**config.mk**
```make
export PLATFORM = sky130hd
export DESIGN_NAME = telemetry_frame_serializer
export DESIGN_NICKNAME = d
export VERILOG_FILES = /design/src/tfs_pkg.sv /design/src/tfs_seq.sv /design/src/tfs_frame_mux.sv /design/src/tfs_check.sv /design/src/telemetry_frame_serializer.sv
export VERILOG_INCLUDE_DIRS = /design/src /design/src/src
export SDC_FILE = /design/constraint.sdc
export NUM_CORES = 1
export LEC_CHECK = 0
export BUFFER_PORTS_ARGS = -buffer_cell sky130_fd_sc_hd__buf_2
export CAP_MARGIN = 20
export CELL_PAD_IN_SITES_DETAIL_PLACEMENT = 1
export CELL_PAD_IN_SITES_GLOBAL_PLACEMENT = 2
export CORE_MARGIN = 3
export CORE_UTILIZATION = 35
export DETAILED_ROUTE_END_ITERATION = 8
export HOLD_SLACK_MARGIN = 0.05
export PLACE_DENSITY_LB_ADDON = 0.1
export REMOVE_ABC_BUFFERS = 1
export SYNTH_ARGS = -nofsm -noshare
export SYNTH_HDL_FRONTEND = slang
export SYNTH_SLANG_ARGS = --single-unit
```
**constraint.sdc**
```tcl
create_clock -name clk -period 6.2 [get_ports clk]
set_clock_uncertainty 0.2 [all_clocks]
set_input_delay 0.93 -clock clk [delete_from_list [all_inputs] [get_ports clk]]
set_output_delay 0.93 -clock clk [all_outputs]
set_load 0.005 [all_outputs]
```
**src/telemetry_frame_serializer_macros.svh**
```systemverilog
// Assertion macros shared by the telemetry frame serializer RTL.
`ifndef TELEMETRY_FRAME_SERIALIZER_MACROS_SVH
`define TELEMETRY_FRAME_SERIALIZER_MACROS_SVH

// Same-cycle implication, sampled on clk, off while in reset.
`define TFS_ASSERT_IMP(lbl, ante, cons) \
	lbl: assert property (@(posedge clk) disable iff (!arst_n) (ante) |-> (cons)) \
		else $error("tfs assertion failed");

// Next-cycle implication, sampled on clk, off while in reset.
`define TFS_ASSERT_NEXT(lbl, ante, cons) \
	lbl: assert property (@(posedge clk) disable iff (!arst_n) (ante) |=> (cons)) \
		else $error("tfs assertion failed");

`endif

```
**src/tfs_pkg.sv**
```systemverilog
// Types, constants and frame-layout functions for the telemetry frame serializer.
package tfs_pkg;

	localparam int unsigned PayloadMax = 13;
	localparam int unsigned PayloadW   = PayloadMax * 8;

	typedef logic [2:0]          kind_t;
	typedef logic [4:0]          idx_t;
	typedef logic [3:0]          pidx_t;
	typedef logic [7:0]          byte_t;
	typedef logic [PayloadW-1:0] payload_t;

	localparam kind_t KIND_ATT    = 3'd0;
	localparam kind_t KIND_IMU    = 3'd1;
	localparam kind_t KIND_MOTOR  = 3'd2;
	localparam kind_t KIND_TARGET = 3'd3;
	localparam kind_t KIND_SPEED  = 3'd4;
	localparam kind_t KIND_ACK    = 3'd5;
	localparam kind_t KIND_PARAM  = 3'd6;

	localparam byte_t HDR_SYNC = 8'hAA;
	localparam byte_t HDR_ADDR = 8'hFF;

	localparam byte_t ID_ATT    = 8'h03;
	localparam byte_t ID_IMU    = 8'h01;
	localparam byte_t ID_MOTOR  = 8'h21;
	localparam byte_t ID_TARGET = 8'h0A;
	localparam byte_t ID_SPEED  = 8'h07;
	localparam byte_t ID_ACK    = 8'h00;
	localparam byte_t ID_PARAM  = 8'hE2;

	localparam idx_t  IDX_HDR_SYNC = 5'd0;
	localparam idx_t  IDX_HDR_ADDR = 5'd1;
	localparam idx_t  IDX_ID       = 5'd2;
	localparam idx_t  IDX_LEN      = 5'd3;
	localparam idx_t  IDX_PAYLOAD  = 5'd4;

	typedef enum logic [1:0] {
		ST_IDLE,
		ST_BODY,
		ST_SUM,
		ST_ADD
	} state_t;

	typedef enum logic [1:0] {
		SEL_NONE,
		SEL_BODY,
		SEL_SUM,
		SEL_ADD
	} sel_t;

	typedef struct packed {
		logic capture;
		logic load;
		sel_t sel;
		idx_t idx;
	} seq_ctrl_t;

	function automatic logic kind_valid(input kind_t k);
		return k <= KIND_PARAM;
	endfunction

	function automatic byte_t frame_id(input kind_t k);
		byte_t id;
		unique case (k)
			KIND_ATT:    id = ID_ATT;
			KIND_IMU:    id = ID_IMU;
			KIND_MOTOR:  id = ID_MOTOR;
			KIND_TARGET: id = ID_TARGET;
			KIND_SPEED:  id = ID_SPEED;
			KIND_ACK:    id = ID_ACK;
			KIND_PARAM:  id = ID_PARAM;
			default:     id = ID_ACK;
		endcase
		return id;
	endfunction

	function automatic pidx_t payload_len(input kind_t k);
		pidx_t len;
		unique case (k)
			KIND_ATT:    len = 4'd7;
			KIND_IMU:    len = 4'd13;
			KIND_MOTOR:  len = 4'd8;
			KIND_TARGET: len = 4'd6;
			KIND_SPEED:  len = 4'd6;
			KIND_ACK:    len = 4'd3;
			KIND_PARAM:  len = 4'd6;
			default:     len = 4'd0;
		endcase
		return len;
	endfunction

	// Payload bytes packed low byte first: byte j sits at [8*j +: 8].
	function automatic payload_t payload_pack(
		input kind_t              k,
		input logic signed [15:0] a,
		input logic signed [15:0] b,
		input logic signed [15:0] c,
		input logic signed [15:0] d,
		input logic signed [15:0] e,
		input logic signed [15:0] f,
		input byte_t              status,
		input logic [15:0]        id,
		input logic signed [31:0] pv,
		input byte_t              asum,
		input byte_t              aadd
	);
		payload_t p;
		p = '0;
		unique case (k) inside
			KIND_ATT:                p[55:0]  = {status, c, b, a};
			KIND_IMU:                p[103:0] = {status, f, e, d, c, b, a};
			KIND_MOTOR:              p[63:0]  = {d, c, b, a};
			KIND_TARGET, KIND_SPEED: p[47:0]  = {c, b, a};
			KIND_ACK:                p[23:0]  = {aadd, asum, id[7:0]};
			KIND_PARAM:              p[47:0]  = {pv, id};
			default:                 p        = '0;
		endcase
		return p;
	endfunction

endpackage

```
**src/tfs_seq.sv**
```systemverilog
// Frame sequencer: request capture, byte index counter and check-byte steps.
module tfs_seq (
	input  logic                clk,
	input  logic                arst_n,
	input  logic                in_valid,
	input  tfs_pkg::kind_t      kind,
	input  logic                step,
	output logic                in_ready,
	output tfs_pkg::seq_ctrl_t  ctrl
);

	tfs_pkg::state_t state_q, state_d;
	tfs_pkg::idx_t   idx_q;
	tfs_pkg::idx_t   last_idx_q;

	always_comb begin
		state_d = state_q;
		unique case (state_q)
			tfs_pkg::ST_IDLE: begin
				if (in_valid && tfs_pkg::kind_valid(kind))
					state_d = tfs_pkg::ST_BODY;
			end
			tfs_pkg::ST_BODY: begin
				if (step && idx_q == last_idx_q)
					state_d = tfs_pkg::ST_SUM;
			end
			tfs_pkg::ST_SUM: begin
				if (step)
					state_d = tfs_pkg::ST_ADD;
			end
			tfs_pkg::ST_ADD: begin
				if (step)
					state_d = tfs_pkg::ST_IDLE;
			end
			default: state_d = tfs_pkg::ST_IDLE;
		endcase
	end

	always_comb begin
		in_ready     = (state_q == tfs_pkg::ST_IDLE);
		ctrl.capture = in_valid && in_ready && tfs_pkg::kind_valid(kind);
		ctrl.load    = step && (state_q != tfs_pkg::ST_IDLE);
		ctrl.idx     = idx_q;
		unique case (state_q)
			tfs_pkg::ST_BODY: ctrl.sel = tfs_pkg::SEL_BODY;
			tfs_pkg::ST_SUM:  ctrl.sel = tfs_pkg::SEL_SUM;
			tfs_pkg::ST_ADD:  ctrl.sel = tfs_pkg::SEL_ADD;
			default:          ctrl.sel = tfs_pkg::SEL_NONE;
		endcase
	end

	always_ff @(posedge clk or negedge arst_n) begin
		if (!arst_n) begin
			state_q    <= tfs_pkg::ST_IDLE;
			idx_q      <= '0;
			last_idx_q <= '0;
		end else begin
			state_q <= state_d;
			if (ctrl.capture) begin
				idx_q      <= '0;
				// header is four bytes, so the last body index is len + 3
				last_idx_q <= tfs_pkg::idx_t'({1'b0, tfs_pkg::payload_len(kind)} + 5'd3);
			end else if (ctrl.load && ctrl.sel == tfs_pkg::SEL_BODY) begin
				idx_q <= tfs_pkg::idx_t'(idx_q + 5'd1);
			end
		end
	end

endmodule

```
**src/tfs_frame_mux.sv**
```systemverilog
// Frame body byte select: header, id, length, then captured payload bytes.
module tfs_frame_mux (
	input  tfs_pkg::kind_t    kind_q,
	input  tfs_pkg::payload_t payload_q,
	input  tfs_pkg::idx_t     idx,
	output tfs_pkg::byte_t    body_byte
);

	tfs_pkg::pidx_t pidx;
	tfs_pkg::byte_t pbyte;

	assign pidx = tfs_pkg::pidx_t'(idx - tfs_pkg::IDX_PAYLOAD);

	always_comb begin
		pbyte = '0;
		if (pidx < tfs_pkg::pidx_t'(tfs_pkg::PayloadMax))
			pbyte = payload_q[pidx*8 +: 8];
	end

	always_comb begin
		unique case (idx)
			tfs_pkg::IDX_HDR_SYNC: body_byte = tfs_pkg::HDR_SYNC;
			tfs_pkg::IDX_HDR_ADDR: body_byte = tfs_pkg::HDR_ADDR;
			tfs_pkg::IDX_ID:       body_byte = tfs_pkg::frame_id(kind_q);
			tfs_pkg::IDX_LEN:      body_byte = {4'd0, tfs_pkg::payload_len(kind_q)};
			default:               body_byte = pbyte;
		endcase
	end

endmodule

```
**src/tfs_check.sv**
```systemverilog
// Shared check unit: running sum and sum of running sums, one byte per cycle while add_en is high.
module tfs_check (
	input  logic           clk,
	input  logic           clr,
	input  logic           add_en,
	input  tfs_pkg::byte_t din,
	output tfs_pkg::byte_t sum_q,
	output tfs_pkg::byte_t add_q
);

	tfs_pkg::byte_t sum_d;

	assign sum_d = tfs_pkg::byte_t'(sum_q + din);

	always_ff @(posedge clk) begin
		if (clr) begin
			sum_q <= '0;
			add_q <= '0;
		end else if (add_en) begin
			sum_q <= sum_d;
			add_q <= tfs_pkg::byte_t'(add_q + sum_d);
		end
	end

endmodule

```
**src/telemetry_frame_serializer.sv**
```systemverilog
// Telemetry frame serializer top level: request capture, sequencing and byte output.
// One request (kind plus value fields) is captured; the block then
// drops in_ready and emits the frame one word per cycle while out_ready is held high:
// 0xAA 0xFF, frame id, payload length, payload (16-bit values low byte first), the
// 8-bit running sum and the 8-bit sum of running sums, with last_byte set on that final
// add-check word. Frames are 9 to 19 words long (acknowledge shortest, accel/gyro
// longest) and a request occupies the block until its frame is loaded, paced by the
// sequencer's byte counter and the single check adder pair that folds in each body word
// as it is loaded. Backpressure on out_ready simply pauses the sequence; the output
// register holds the current word. Kind 7 is taken and dropped with no words. After
// the add-check word is loaded, in_ready rises again while that word still waits.
`include "telemetry_frame_serializer_macros.svh"

module telemetry_frame_serializer (
	input  logic               clk,
	input  logic               arst_n,
	input  logic               in_valid,
	output logic               in_ready,
	input  logic [2:0]         kind,
	input  logic signed [15:0] value_a,
	input  logic signed [15:0] value_b,
	input  logic signed [15:0] value_c,
	input  logic signed [15:0] value_d,
	input  logic signed [15:0] value_e,
	input  logic signed [15:0] value_f,
	input  logic [7:0]         status_byte,
	input  logic [15:0]        item_id,
	input  logic signed [31:0] param_value,
	input  logic [7:0]         ack_sum,
	input  logic [7:0]         ack_add,
	output logic               out_valid,
	input  logic               out_ready,
	output logic [7:0]         frame_byte,
	output logic               last_byte
);

	tfs_pkg::seq_ctrl_t seq_ctrl;
	tfs_pkg::kind_t     kind_q;
	tfs_pkg::payload_t  payload_q;
	tfs_pkg::byte_t     body_byte;
	tfs_pkg::byte_t     sum_q;
	tfs_pkg::byte_t     add_q;
	tfs_pkg::byte_t     next_byte;
	logic               step;
	logic               load_body;
	logic               load_add;
	logic               at_sync;
	logic               out_valid_q;
	tfs_pkg::byte_t     frame_byte_q;
	logic               last_byte_q;

	// output register can take a new word when empty or being drained
	assign step = !out_valid_q || out_ready;

	tfs_seq u_seq (
		.clk      (clk),
		.arst_n   (arst_n),
		.in_valid (in_valid),
		.kind     (kind),
		.step     (step),
		.in_ready (in_ready),
		.ctrl     (seq_ctrl)
	);

	assign load_body = seq_ctrl.load && seq_ctrl.sel == tfs_pkg::SEL_BODY;
	assign load_add  = seq_ctrl.load && seq_ctrl.sel == tfs_pkg::SEL_ADD;
	assign at_sync   = load_body && seq_ctrl.idx == tfs_pkg::IDX_HDR_SYNC;

	// request capture; payload is pre-packed so the mux only indexes bytes
	always_ff @(posedge clk) begin
		if (seq_ctrl.capture) begin
			kind_q    <= kind;
			payload_q <= tfs_pkg::payload_pack(kind, value_a, value_b, value_c, value_d,
				value_e, value_f, status_byte, item_id, param_value, ack_sum, ack_add);
		end
	end

	tfs_frame_mux u_mux (
		.kind_q    (kind_q),
		.payload_q (payload_q),
		.idx       (seq_ctrl.idx),
		.body_byte (body_byte)
	);

	tfs_check u_check (
		.clk    (clk),
		.clr    (seq_ctrl.capture),
		.add_en (load_body),
		.din    (body_byte),
		.sum_q  (sum_q),
		.add_q  (add_q)
	);

	always_comb begin
		case (seq_ctrl.sel)
			tfs_pkg::SEL_SUM: next_byte = sum_q;
			tfs_pkg::SEL_ADD: next_byte = add_q;
			default:          next_byte = body_byte;
		endcase
	end

	// output register
	always_ff @(posedge clk or negedge arst_n) begin
		if (!arst_n) begin
			out_valid_q <= 1'b0;
		end else if (seq_ctrl.load) begin
			out_valid_q <= 1'b1;
		end else if (out_ready) begin
			out_valid_q <= 1'b0;
		end
	end

	always_ff @(posedge clk) begin
		if (seq_ctrl.load) begin
			frame_byte_q <= next_byte;
			last_byte_q  <= (seq_ctrl.sel == tfs_pkg::SEL_ADD);
		end
	end

	assign out_valid  = out_valid_q;
	assign frame_byte = frame_byte_q;
	assign last_byte  = last_byte_q;

	// a captured request holds off the next one until its frame is loaded
	`TFS_ASSERT_NEXT(a_busy_after_capture, seq_ctrl.capture, !in_ready)
	// the add-check word shows up next cycle flagged as last
	`TFS_ASSERT_NEXT(a_add_is_last, load_add, out_valid && last_byte)
	// every frame opens with the sync byte
	`TFS_ASSERT_IMP(a_sync_first, at_sync, body_byte == tfs_pkg::HDR_SYNC)

endmodule

```
# Yosys cells after proc, flatten, opt, wreduce, memory -nomap -nowiden
# Cells that the tools add are included.
# W data, S select, Z words.
# word_totals
in_bits,175
regBits,145
elab_cells,86
out_inout_bits,11
# op_classes
add_sub_neg,5
magnitude_cmp,2
reduce_logical,20
n_eq_ne,26
mux,20
n_shift,1
# op_table
cell,count
$shiftx A104 B8 Y8,1
$pmux W24 S3,1
$pmux W24 S2,1
$pmux W8 S6,1
$pmux W4 S5,2
$pmux W8 S2,2
$pmux W8 S4,1
$eq A3 B3 Y1 const B,6
$add A8 B8 Y8,2
$eq A3 B2 Y1 const B,4
$eq A5 B2 Y1 const B,2
$mux W5,2
$eq A2 B2 Y1 const B,4
$mux W2,4
$mux W8,1
$ne A2 B1 Y1 const B,4
$pmux W2 S4,1
$eq A3 B1 Y1 const B,2
$logic_and A1 B1 Y1,6
$logic_not A3 Y1,2
$pmux W2 S3,1
$reduce_bool A2 Y1,3
$reduce_or A3 Y1,2
$add A4 B2 Y5 const B,1
other kinds (16),18

# Longest topological paths before layout
# Gate-level depths: netlist (run 1).
# logic_depth
depth_word,6
mapped_depth,24
ltp_nobuf,22

# Modules after synthesis
# A second synthesis (run 1) with hierarchy kept.
# unflattened
hier_cells,745
hier_area_um2,8249.2
# modules_own_cells
mod,area_per_inst_um2,seq_area_each_um2,n_inst,cells_per_inst
telemetry_frame_serializer,5101.1,3508.4,1,396
tfs_check,1181.1,320.3,1,131
tfs_frame_mux,1163.6,0.0,1,133
tfs_seq,803.3,300.3,1,85

# Worst setup path after synthesis (run 1)
# OpenSTA, ideal clock, no wires.
# synth_timing
kind,input to register
start,input port kind[1]
end,register kind_q[0] (enable)
setup_slack_ns,0.913
t_required_ns,5.487
arrival_ns,4.573
cell_stages,5
path_cell_list,clkbuf_1 -> nand3_1 -> nand3_2 -> clkinv_1 -> clkbuf_1
# synth_rtl
item,line_no,text
start: declaration,telemetry_frame_serializer.sv:19,"input logic [2:0] kind,"
end signal: assignment,telemetry_frame_serializer.sv:72,kind_q <= kind;
end: declaration,telemetry_frame_serializer.sv:38,tfs_pkg::kind_t kind_q;

# Worst setup path after layout (run 1)
# layout_timing
start,register u_seq.idx_q[0]
end,register u_check.add_q[7]
# layout_via
elab_chain_len,6
elab_cells_between_ends,11
# layout_rtl
item,line_no,text
start: declaration,tfs_seq.sv:13,tfs_pkg::idx_t idx_q;
start signal: assignment,tfs_seq.sv:64,idx_q <= tfs_pkg::idx_t'(idx_q + 5'd1);
$sub A4 B3 Y4,tfs_frame_mux.sv:12,assign pidx = tfs_pkg::pidx_t'(idx - tfs_pkg::IDX_PAYLOAD);
$shiftx A104 B8 Y8 / $lt A4 B4 Y1 (equally long branches),"tfs_frame_mux.sv:17, tfs_frame_mux.sv:16",
$mux W8,tfs_frame_mux.sv:16,if (pidx < tfs_pkg::pidx_t'(tfs_pkg::PayloadMax))
$pmux W8 S4 (*),tfs_frame_mux.sv:21,unique case (idx)
$add A8 B8 Y8 (*),tfs_check.sv:13,assign sum_d = tfs_pkg::byte_t'(sum_q + din);
named net u_check.sum_d[3],tfs_check.sv:11,tfs_pkg::byte_t sum_d;
$add A8 B8 Y8 (*),tfs_check.sv:21,add_q <= tfs_pkg::byte_t'(add_q + sum_d);
end signal: assignment,tfs_check.sv:21,
end: declaration,tfs_check.sv:8,output tfs_pkg::byte_t add_q
# The timed path passes the listed nets; every way through them passes the cells marked *.
# A chain may end at the register's enable or synchronous reset.

==> results.json, run 1 <==
{
  "layout_min_cycle_time_ns": 5.297,
  "start_util_pct": 35.87,
  "grt_start_max_net_pins": 72,
  "p_switching_mw": 1.817,
  "grt_util_all_layers_pct": 18.68,
  "max-cap-violations": 0,
  "htreeDepth": 4,
  "ff_latch_area_um2": 4130,
  "endpoint_kind": "register",
  "grt_pass1_wl_um": 35100,
  "diodes": 0,
  "power.internal_mw": 2.944,
  "fin_hold_ws_ns": 0.2067,
  "rows": 54,
  "die_y_um": 156.0,
  "arrival_ns": 5.39,
  "hpwl_um": 16630,
  "synth.area.mux_share_pct": 8.261,
  "synth_xor_area_share_pct": 2.732,
  "r2r_slack_ns": 0.90,
  "synth_edf_count": 116,
  "yosysWarnings": 0,
  "ctsResizeCount": 0,
  "route.detailed.drc": 0,
  "p_leak_nw": 3.953,
  "multi_input_area_um2": 3530,
  "p_sw_share_pct": 38.16,
  "port_buffers": 185,
  "final_layout_size_suffix_gt1_share_pct": 29.84,
  "antenna_found_initial": 0,
  "routedWlPerCell_um": 19.53,
  "final-max-slew-violation-count": 0,
  "post-route-period-util_pct": 85.43,
  "vias": 5850,
  "power_density_nw_per_um2": 490.9,
  "hold_violations": 0,
  "routed_wl_um": 22230,
  "slew_headroom_pct": 28.76,
  "cp_max_fo": 16,
  "hold_buffers": 0,
  "root_buffer": "clkbuf_16",
  "stdcell_count": 1138,
  "clock_sinks": 145,
  "cts_setup_buffers": 0,
  "die_area_um2": 24340,
  "tns_ns": 0,
  "hold_class": "primary input to asynchronous set/reset pin",
  "outcome": "complete, no violations",
  "clkPwrFrac_pct": 22.6,
  "ios": 186,
  "syn_avg_cell_area_um2": 11.67,
  "ant_nets": 0,
  "path_clk_slew_ns": 0.06,
  "max_freq_ghz": 0.1888,
  "ys_seq_area_share_pct": 52.42,
  "dieWidth_um": 156.0,
  "synth_ff_type": "edfxtp_1",
  "cts_tree": "done",
  "synth.distinct_cells": 60,
  "synth_top_family_by_area": "compound AO/OA/AOI/OAI gates",
  "cp.required_ns": 6.29,
  "syn-cell-area_um2": 7876,
  "tightestPinTransition_ns": 1.069,
  "grt_pass1_vias": 6507,
  "ys_ff_latch": 145,
  "overflow": 0,
  "numCtsBuffers": 17,
  "gp_congestion": 0.7658,
  "final_nets": 1051,
  "finalSetupViolations": 0,
  "combPwrFrac_pct": 47.4,
  "start_kind": "register",
  "drtIter0Drc": 236,
  "netlist_instances": 675,
  "fill_cells": 2442,
  "insertion_delay_ns": 0.42,
  "grt_setup_unrepaired": "false",
  "synthArstFlopShare_pct": 8.966,
  "r2r_start": "u_seq.idx_q[0]$_DFFE_PN0P_",
  "synthAdderAreaFrac_pct": 5.242,
  "yosys.area_share.simple_pct": 12.37,
  "vias_per_cell": 5.141,
  "worstSetupPathType": "register to register",
  "first_pass_iters": 4,
  "dp.cells": 1105,
  "core_area_um2": 21960,
  "p_seq_share_pct": 30.0,
  "peakVddDrop_mv": 0.1809,
  "syn_to_final_growth_pct": 23.13,
  "reg2reg_depth": 19,
  "clk_path_buf_depth": 2,
  "timing.rr.end": "u_check.add_q[7]$_SDFFE_PP0P_",
  "synth_compound_area_share_pct": 15.97
}
[flip-flops by register name, summed over array words and instances, names as in the netlist]
register,flops
payload_q,104
frame_byte,8
u_check.add_q,8
u_check.sum_q,8
u_seq.idx_q,5
u_seq.last_idx_q,5
kind_q,3
u_seq.state_q,2
last_byte,1
out_valid,1
[power groups by stage]
stage | sequential (mW) | clock, mW | combinational (mW)
6_report | 1.43 | 1.08 | 2.25
2_1_floorplan | 1.49 | 0 | 1.58
3_5_place_dp | 1.45 | 0 | 2.28
4_1_cts | 1.43 | 1.10 | 2.29
5_1_grt | 1.45 | 1.14 | 2.52
3_3_place_gp | 1.45 | 0 | 2.20
[critical path, stage by stage, from the launching register on]
cell      delay, ns
dfrtp_2        0.54
buf_4          0.35
buf_4          0.32
mux4_2         0.54
nand2_1        0.08
nand3_1        0.09
o211ai_1       0.15
o211ai_1       0.18
ha_1           0.37
a21oi_1        0.23
nand2_1        0.10
xor2_1         0.19
ha_1           0.31
a21oi_1        0.18
nor2_1         0.06
a311oi_1       0.46
a21oi_1        0.17
xnor3_1        0.37
o211ai_1       0.17
o31ai_1        0.10
[layout by cell type, fill, tap and decap left out, types with 5 or more instances in the layout]
| master | instances |
|---|---|
| and2_1 | 50 |
| nor2b_1 | 10 |
| o211ai_1 | 5 |
| a22oi_1 | 7 |
| dfxtp_1 | 16 |
| o22ai_1 | 5 |
| xnor2_1 | 14 |
| inv_1 | 13 |
| o21ai_0 | 5 |
| a221o_1 | 5 |
| clkbuf_16 | 17 |
| mux4_2 | 16 |
| a21oi_1 | 40 |
| xor2_1 | 8 |
| buf_2 | 185 |
| mux2i_1 | 20 |
| a31oi_1 | 7 |
| nand2_1 | 64 |
| buf_4 | 10 |
| a22o_1 | 64 |
| nor2_1 | 42 |
| nand3_1 | 7 |
| dfrtp_1 | 12 |
| ha_1 | 29 |
| edfxtp_1 | 116 |
| o21ai_1 | 12 |
[worst max path at each step]
| stage | end | startpoint |
|---|---|---|
| 3_3_place_gp | u_check.add_q[7]$_SDFFE_PP0P_ | u_seq.idx_q[0]$_DFFE_PN0P_ |
| 2_1_floorplan | u_check.add_q[7]$_SDFFE_PP0P_ | u_seq.idx_q[0]$_DFFE_PN0P_ |
| 3_5_place_dp | u_check.add_q[7]$_SDFFE_PP0P_ | u_seq.idx_q[0]$_DFFE_PN0P_ |
| 4_1_cts | u_check.add_q[7]$_SDFFE_PP0P_ | u_seq.idx_q[0]$_DFFE_PN0P_ |
| 6_report | u_check.add_q[7]$_SDFFE_PP0P_ | u_seq.idx_q[0]$_DFFE_PN0P_ |
| 5_1_grt | u_check.add_q[7]$_SDFFE_PP0P_ | u_seq.idx_q[0]$_DFFE_PN0P_ |
[layout make-up]
type | count | share of cell area (%)
Multi-Input combinational cell | 471 | 36.40
Clock buffer | 19 | 4.464
Inverter | 14 | 0.5677
Sequential cell | 145 | 42.59
Clock inverter | 13 | 1.845
Tap cell | 280 | 3.612
Timing Repair Buffer | 196 | 10.53
[cell usage after synthesis, types with 6 or more instances]
cell type,number,share of area [%]
a21oi_1,40,2.5
a22o_1,64,7.1
a22oi_1,7,0.67
a31oi_1,7,0.56
and2_1,50,4.0
buf_2,6,0.38
clkbuf_1,33,1.6
dfrtp_1,13,4.1
dfxtp_1,16,4.1
edfxtp_1,116,44
ha_1,29,4.6
inv_1,13,0.62
mux2i_1,20,2.5
mux4_2,16,4.6
nand2_1,64,3.1
nand3_1,7,0.44
nor2_1,43,2.0
nor2b_1,10,0.79
o21ai_1,13,0.83
xnor2_1,14,1.6
xor2_1,8,0.89
[layer usage]
layer | vias to the layer above | routed length (µm) | GRT usage (%)
met4 | 0 | 255 | 4.752
met3 | 21 | 781 | 3.634
met5 | - | 0 | 0
li1 | 2863 | - | -
met2 | 125 | 11360 | 32.68
met1 | 2841 | 9838 | 23.78
[cells by family after synthesis]
kind of cell | Yosys count
buffers and inverters | 59
multiplexers | 44
AO/OA/AOI/OAI | 174
XOR/XNOR | 23
adder cells (fa/ha/maj) | 32
flip-flops | 145
AND/OR/NAND/NOR | 198
[metrics by stage]
step                      cell area, µm²  total power [mW]  setup slack [ns]  utilization (%)
after CTS                           9678             4.820            0.8417            44.07
after detailed placement            9066             3.730            0.8429            41.29
final                               9698             4.761            0.9033            44.17
after global placement              9066             3.644             1.030            41.29
after global routing                9698             5.117            0.4444            44.17
after floorplan                     7692             3.066            0.8519                -
Note: power is estimated with default switching activity, not from simulation.
==> run 2, diff against run 1 <==
PLACE_DENSITY = 0.85   (was unset)
PLACE_DENSITY_LB_ADDON = unset   (was 0.1)
==> run 2 against run 1 <==
  * Non-clock buffer count shrank 1
  * Fmax grew 0.23%
  * Clock power is essentially flat
  * Largest cell class unchanged
==> results.json, run 2 (synthesis gave the netlist of run 1 again) <==
{
  "route.detailed.drc": 0,
  "rows": 54,
  "slowest_stage": "dfrtp_2",
  "gp_congestion": 0.8427,
  "arrival_ns": 5.39,
  "slowest_delay_ns": 0.79,
  "clk_path_buf_depth": 2,
  "insertion_delay_ns": 0.43,
  "peakVddDrop_mv": 0.2409,
  "grt_setup_unrepaired": "false",
  "timing.rr.end": "u_check.add_q[7]$_SDFFE_PP0P_",
  "power_density_nw_per_um2": 490.1,
  "critical_path.cell_chain": "buf_4 -> mux4_2 -> a221o_1 -> a31oi_1 -> nor2_1 -> ha_1 -> nand3_1 -> nand2_1 -> xor2_1 -> ha_1 -> a21oi_1 -> nor2_1 -> a311oi_1 -> a21oi_1 -> xnor3_1 -> o211ai_1 -> o31ai_1",
  "r2r_slack_ns": 0.92,
  "cp_num_buf_inv": 1,
  "finalSetupViolations": 0,
  "grt_pass1_wl_um": 35760,
  "diodes": 0,
  "root_buffer": "clkbuf_16",
  "hpwl_um": 16380,
  "endpoint_kind": "register",
  "hold_violations": 0,
  "reg2reg_depth": 17,
  "ios": 186,
  "cts_setup_buffers": 0,
  "die_area_um2": 24340,
  "final_layout_size_suffix_gt1_share_pct": 29.87,
  "numCtsBuffers": 17,
  "max_freq_ghz": 0.1892,
  "final_cell_mix": "buf_2, edfxtp_1, nand2_1, a22o_1, and2_1",
  "ant_nets": 0,
  "hold_buffers": 0,
  "vias": 5992,
  "regMostFlops": "payload_q",
  "largest_register_ffs": 104,
  "cts_tree": "done",
  "routed_wl_um": 22520,
  "max-cap-violations": 0,
  "layout_min_cycle_time_ns": 5.284,
  "routedWlPerCell_um": 19.81,
  "tns_ns": 0,
  "cp.required_ns": 6.31,
  "syn_to_final_growth_pct": 23.16,
  "first_pass_iters": 4,
  "vias_per_cell": 5.270,
  "final_common_cell": "buf_2",
  "grt_start_max_net_pins": 70,
  "ctsResizeCount": 0,
  "stdcell_count": 1137,
  "post-route-period-util_pct": 85.23,
  "r2r_start": "u_seq.idx_q[0]$_DFFE_PN0P_",
  "grt_pass1_vias": 6575,
  "core_area_um2": 21960,
  "path_clk_slew_ns": 0.06,
  "dp.cells": 1105,
  "port_buffers": 185,
  "hold_class": "primary input to asynchronous set/reset pin",
  "worstSetupPathType": "register to register",
  "grt_util_all_layers_pct": 19.04,
  "final_nets": 1050,
  "start_util_pct": 35.87,
  "p_leak_nw": 3.967,
  "antenna_found_initial": 1,
  "slew_headroom_pct": 28.96,
  "die_y_um": 156.0,
  "overflow": 0,
  "cp_max_fo": 22,
  "start_kind": "register",
  "cp_top_family": "compound AO/OA/AOI/OAI gates",
  "htreeDepth": 4,
  "outcome": "complete, no violations",
  "dieWidth_um": 156.0,
  "final-max-slew-violation-count": 0,
  "fin_hold_ws_ns": 0.1774,
  "drtIter0Drc": 308,
  "tightestPinTransition_ns": 1.066,
  "clock_sinks": 145
}
## run 2: cell count changes in the layout (fill, tap and decap cells not counted)
cell	before	now
clkinv_4	2	1
clkinv_2	0	1
buf_4	10	9
clkbuf_1	2	0
clkinvlp_4	3	0
clkinv_1	0	1
inv_8	2	4
inv_6	3	5
## run 2: metrics by stage
| step | total power [mW] | util [%] | instance area, µm² | worst slack, ns |
|---|---|---|---|---|
| floorplan | 3.066 | - | 7692 | 0.8519 |
| global route | 5.122 | 44.18 | 9701 | 0.4253 |
| finish | 4.754 | 44.18 | 9701 | 0.9157 |
| global placement | 3.614 | 41.25 | 9059 | 0.9774 |
| detailed placement | 3.682 | 41.34 | 9079 | 0.9187 |
| CTS | 4.801 | 44.18 | 9701 | 0.8848 |
## run 2: worst max path at each step
| stage | startpoint | end | slack [ns] | cells after the start |
|---|---|---|---|---|
| finish | u_seq.idx_q[0]$_DFFE_PN0P_ | u_check.add_q[7]$_SDFFE_PP0P_ | 0.92 | 17 |
| global route | u_seq.idx_q[0]$_DFFE_PN0P_ | u_check.add_q[7]$_SDFFE_PP0P_ | 0.43 | 20 |
| CTS | u_seq.idx_q[0]$_DFFE_PN0P_ | u_check.add_q[7]$_SDFFE_PP0P_ | 0.88 | 17 |
| detailed placement | u_seq.idx_q[0]$_DFFE_PN0P_ | u_check.add_q[7]$_SDFFE_PP0P_ | 0.92 | 17 |
| global placement | u_seq.idx_q[0]$_DFFE_PN0P_ | u_check.add_q[7]$_SDFFE_PP0P_ | 0.98 | 17 |
| floorplan | u_seq.idx_q[0]$_DFFE_PN0P_ | u_check.add_q[7]$_SDFFE_PP0P_ | 0.85 | 20 |
## run 2: per-layer routing
layer | track usage (%) | vias to the layer above | wire length, µm
li1 | - | 2866 | -
met1 | 23.60 | 2940 | 9504
met2 | 33.42 | 169 | 11550
met3 | 4.300 | 15 | 1170
met4 | 5.299 | 2 | 278
met5 | 0 | - | 13
## run 2: power breakdown
part / switching (mW) / internal, mW / leakage [nW]
logic: 1.23 / 0.978 / 2.27
clock network: 0.439 / 0.649 / 0.308
registers: 0.139 / 1.32 / 1.39
total: 1.81 / 2.94 / 3.97
## run 2: final cells by class
cell class | count | area [µm²]
clock buffers | 17 | 425.4
clock inverters | 15 | 196.4
fillers | 2416 | 12260
inverters | 14 | 55.05
multi-input cells | 471 | 3530
flip-flops and latches | 145 | 4130
well taps | 280 | 350.3
repair buffers | 195 | 1013
==> run 3, diff against run 2 <==
ABC_AREA = 1   (was unset)
CORE_UTILIZATION = 33   (was 35)
PLACE_DENSITY = 0.86   (was 0.85)
==> run 3 against run 2 <==
  * Global-route usage decreased by 0.34 points
  * Count of clock-buffer cells in the layout unchanged
  * Design area increased by 1.5%
  * Synthesized cell count increased by 31%
  * Register-to-register slack improved by 0.52 ns
  * Utilization decreased by 2.6 points
  * Via count increased by 14%
  * Synthesized area increased by 1.6%
  * Largest power group unchanged
  * Power increased by 16%
  * Die area increased by 7.4%
  * First-iteration DRC count increased by 24%
  * Sequential share of layout area decreased by 0.64 points
  * Critical path type unchanged
==> results.json, run 3 <==
{
  "outcome": "complete, no violations",
  "p_leak_nw": 4.439,
  "htreeDepth": 4,
  "start_util_pct": 33.78,
  "synth_ff_type": "edfxtp_1",
  "ios": 186,
  "path_clk_slew_ns": 0.07,
  "yosysWarnings": 0,
  "grt_setup_unrepaired": "false",
  "clk_path_buf_depth": 2,
  "fin_hold_ws_ns": 0.1953,
  "r2r_start": "u_seq.idx_q[0]$_DFFE_PN0P_",
  "slowest_delay_ns": 0.49,
  "gp_congestion": 0.8273,
  "numCtsBuffers": 17,
  "core_area_um2": 23680,
  "synth_edf_count": 116,
  "synth_top_area_share_pct": 43.54,
  "ys_seq_area_share_pct": 51.61,
  "synthArstFlopShare_pct": 8.966,
  "overflow": 0,
  "slowest_stage": "buf_4",
  "tightestPinTransition_ns": 0.9878,
  "first_pass_iters": 5,
  "ys_ff_latch": 145,
  "synth.distinct_cells": 47,
  "layout_min_cycle_time_ns": 4.769,
  "syn-cell-area_um2": 8000,
  "peakVddDrop_mv": 0.2316,
  "syn_to_final_growth_pct": 23.10,
  "final_layout_size_suffix_gt1_share_pct": 24.02,
  "final_common_cell": "buf_2",
  "max_freq_ghz": 0.2097,
  "route.detailed.drc": 0,
  "hold_class": "primary input to asynchronous set/reset pin",
  "endpoint_kind": "register",
  "synth.most_common_cell": "nand2_1",
  "cp.required_ns": 6.32,
  "vias": 6858,
  "rows": 56,
  "slew_headroom_pct": 33.96,
  "yosysTopAreaCell": "edfxtp_1",
  "max-cap-violations": 0,
  "port_buffers": 185,
  "insertion_delay_ns": 0.44,
  "tns_ns": 0,
  "antenna_found_initial": 2,
  "grt_pass1_wl_um": 38500,
  "final_cell_mix": "buf_2, nand2_1, nor2_1",
  "cts_setup_buffers": 0,
  "largest_register_ffs": 104,
  "ctsResizeCount": 0,
  "start_kind": "register",
  "hold_violations": 0,
  "dieWidth_um": 161.7,
  "drtIter0Drc": 383,
  "setup_ws_ns": 1.431,
  "grt_pass1_vias": 7290,
  "cp_max_fo": 53,
  "clock_sinks": 145,
  "routed_wl_um": 24250,
  "syn_avg_cell_area_um2": 9.030,
  "hold_buffers": 0,
  "startpoint": "u_seq.idx_q[0]$_DFFE_PN0P_",
  "worstSetupPathType": "register to register",
  "hpwl_um": 17540,
  "cts_tree": "done",
  "die_area_um2": 26150,
  "root_buffer": "clkbuf_16",
  "finalSetupViolations": 0,
  "synthTopCellsByCount": "nand2_1, nor2_1, edfxtp_1, inv_1, o21ai_0",
  "arrival_ns": 4.89,
  "power_density_nw_per_um2": 558.6,
  "die_y_um": 161.7,
  "final-max-slew-violation-count": 0,
  "regMostFlops": "payload_q",
  "dp_slack_ns": 1.434,
  "grt_start_max_net_pins": 55,
  "final_nets": 1267,
  "post-route-period-util_pct": 76.92,
  "grt_util_all_layers_pct": 18.70,
  "ant_nets": 0,
  "netlist_instances": 886,
  "vias_per_cell": 4.913,
  "routedWlPerCell_um": 17.37,
  "synth_area_leaders": "edfxtp_1, nand2_1, nor2_1"
}
-- run 3: layout make-up --
type / count / area [µm²]
timing repair buffer: 198 / 1041
fill: 2847 / 13830
sequential: 145 / 4130
multi-input combinational: 576 / 3186
clock inverter: 15 / 192.7
clock buffer: 17 / 425.4
antenna: 3 / 7.507
inverter: 123 / 466.7
tap: 319 / 399.1
-- run 3: per-layer routing --
layer / wire, µm / track usage [%] / part of all wire, % / vias up
met2: 12280 / 33.06 / 51 / 172
met3: 1523 / 4.565 / 6.3 / 23
met1: 10220 / 22.99 / 42 / 3275
li1: - / - / - / 3386
met4: 210 / 4.808 / 0.87 / 2
met5: 13 / 0 / 0.054 / -
-- run 3: worst paths after layout --
kind / end / slack, ns / cells past startpoint
max: u_check.add_q[7]$_SDFFE_PP0P_ / 1.43 / 28
min: u_seq.last_idx_q[0]$_DFFE_PN0P_ / 0.20 / 1
max reg2reg: u_check.add_q[7]$_SDFFE_PP0P_ / 1.43 / 28
min reg2reg: u_check.add_q[2]$_SDFFE_PP0P_ / 0.29 / 2
max in group asynchronous: u_seq.idx_q[0]$_DFFE_PN0P_ / 5.31 / 1
min in group clk: u_check.add_q[2]$_SDFFE_PP0P_ / 0.29 / 2
-- run 3: worst max-delay path: cells and delay by family (launching register included) --
kind | cells | cell delay (ns)
and+or+nand+nor | 13 | 1.34
AOI/OAI and AO/OA | 7 | 1.08
adders and majority gates | 3 | 0.85
buffers and inverters | 5 | 0.74
DFF | 1 | 0.39
-- run 3: per-stage QoR --
stage                     cell area [µm²]  util, %  instances  power (mW)
after CTS                            9816    41.45       1392       5.562
after floorplan                      7776        -        844       3.630
after detailed placement             9198    38.84       1360       4.488
after global placement               9198    38.84       1360       4.401
after global routing                 9846    41.57       1395       6.024
final                                9848    41.58       1396       5.501
-- run 3: kinds of logic (layout without fill, tap and decap cells) --
logic type      count (synthesis)  in the layout  share of synthesized area [%]
simple gates                  316            316                          16.53
compound gates                217            217                          16.91
buf+inv                       165            353                          8.602
flops                         145            145                          51.61
fa+ha+maj                      31             31                          5.036
xor+xnor                       12             12                          1.314
other cells                     0              3                              0
-- run 3: report_power, final --
| group | total, mW | internal (mW) | switching [mW] |
|---|---|---|---|
| logic | 3.01 | 1.10 | 1.91 |
| clock network | 1.04 | 0.548 | 0.496 |
| registers | 1.45 | 1.34 | 0.106 |
| total | 5.50 | 2.99 | 2.51 |
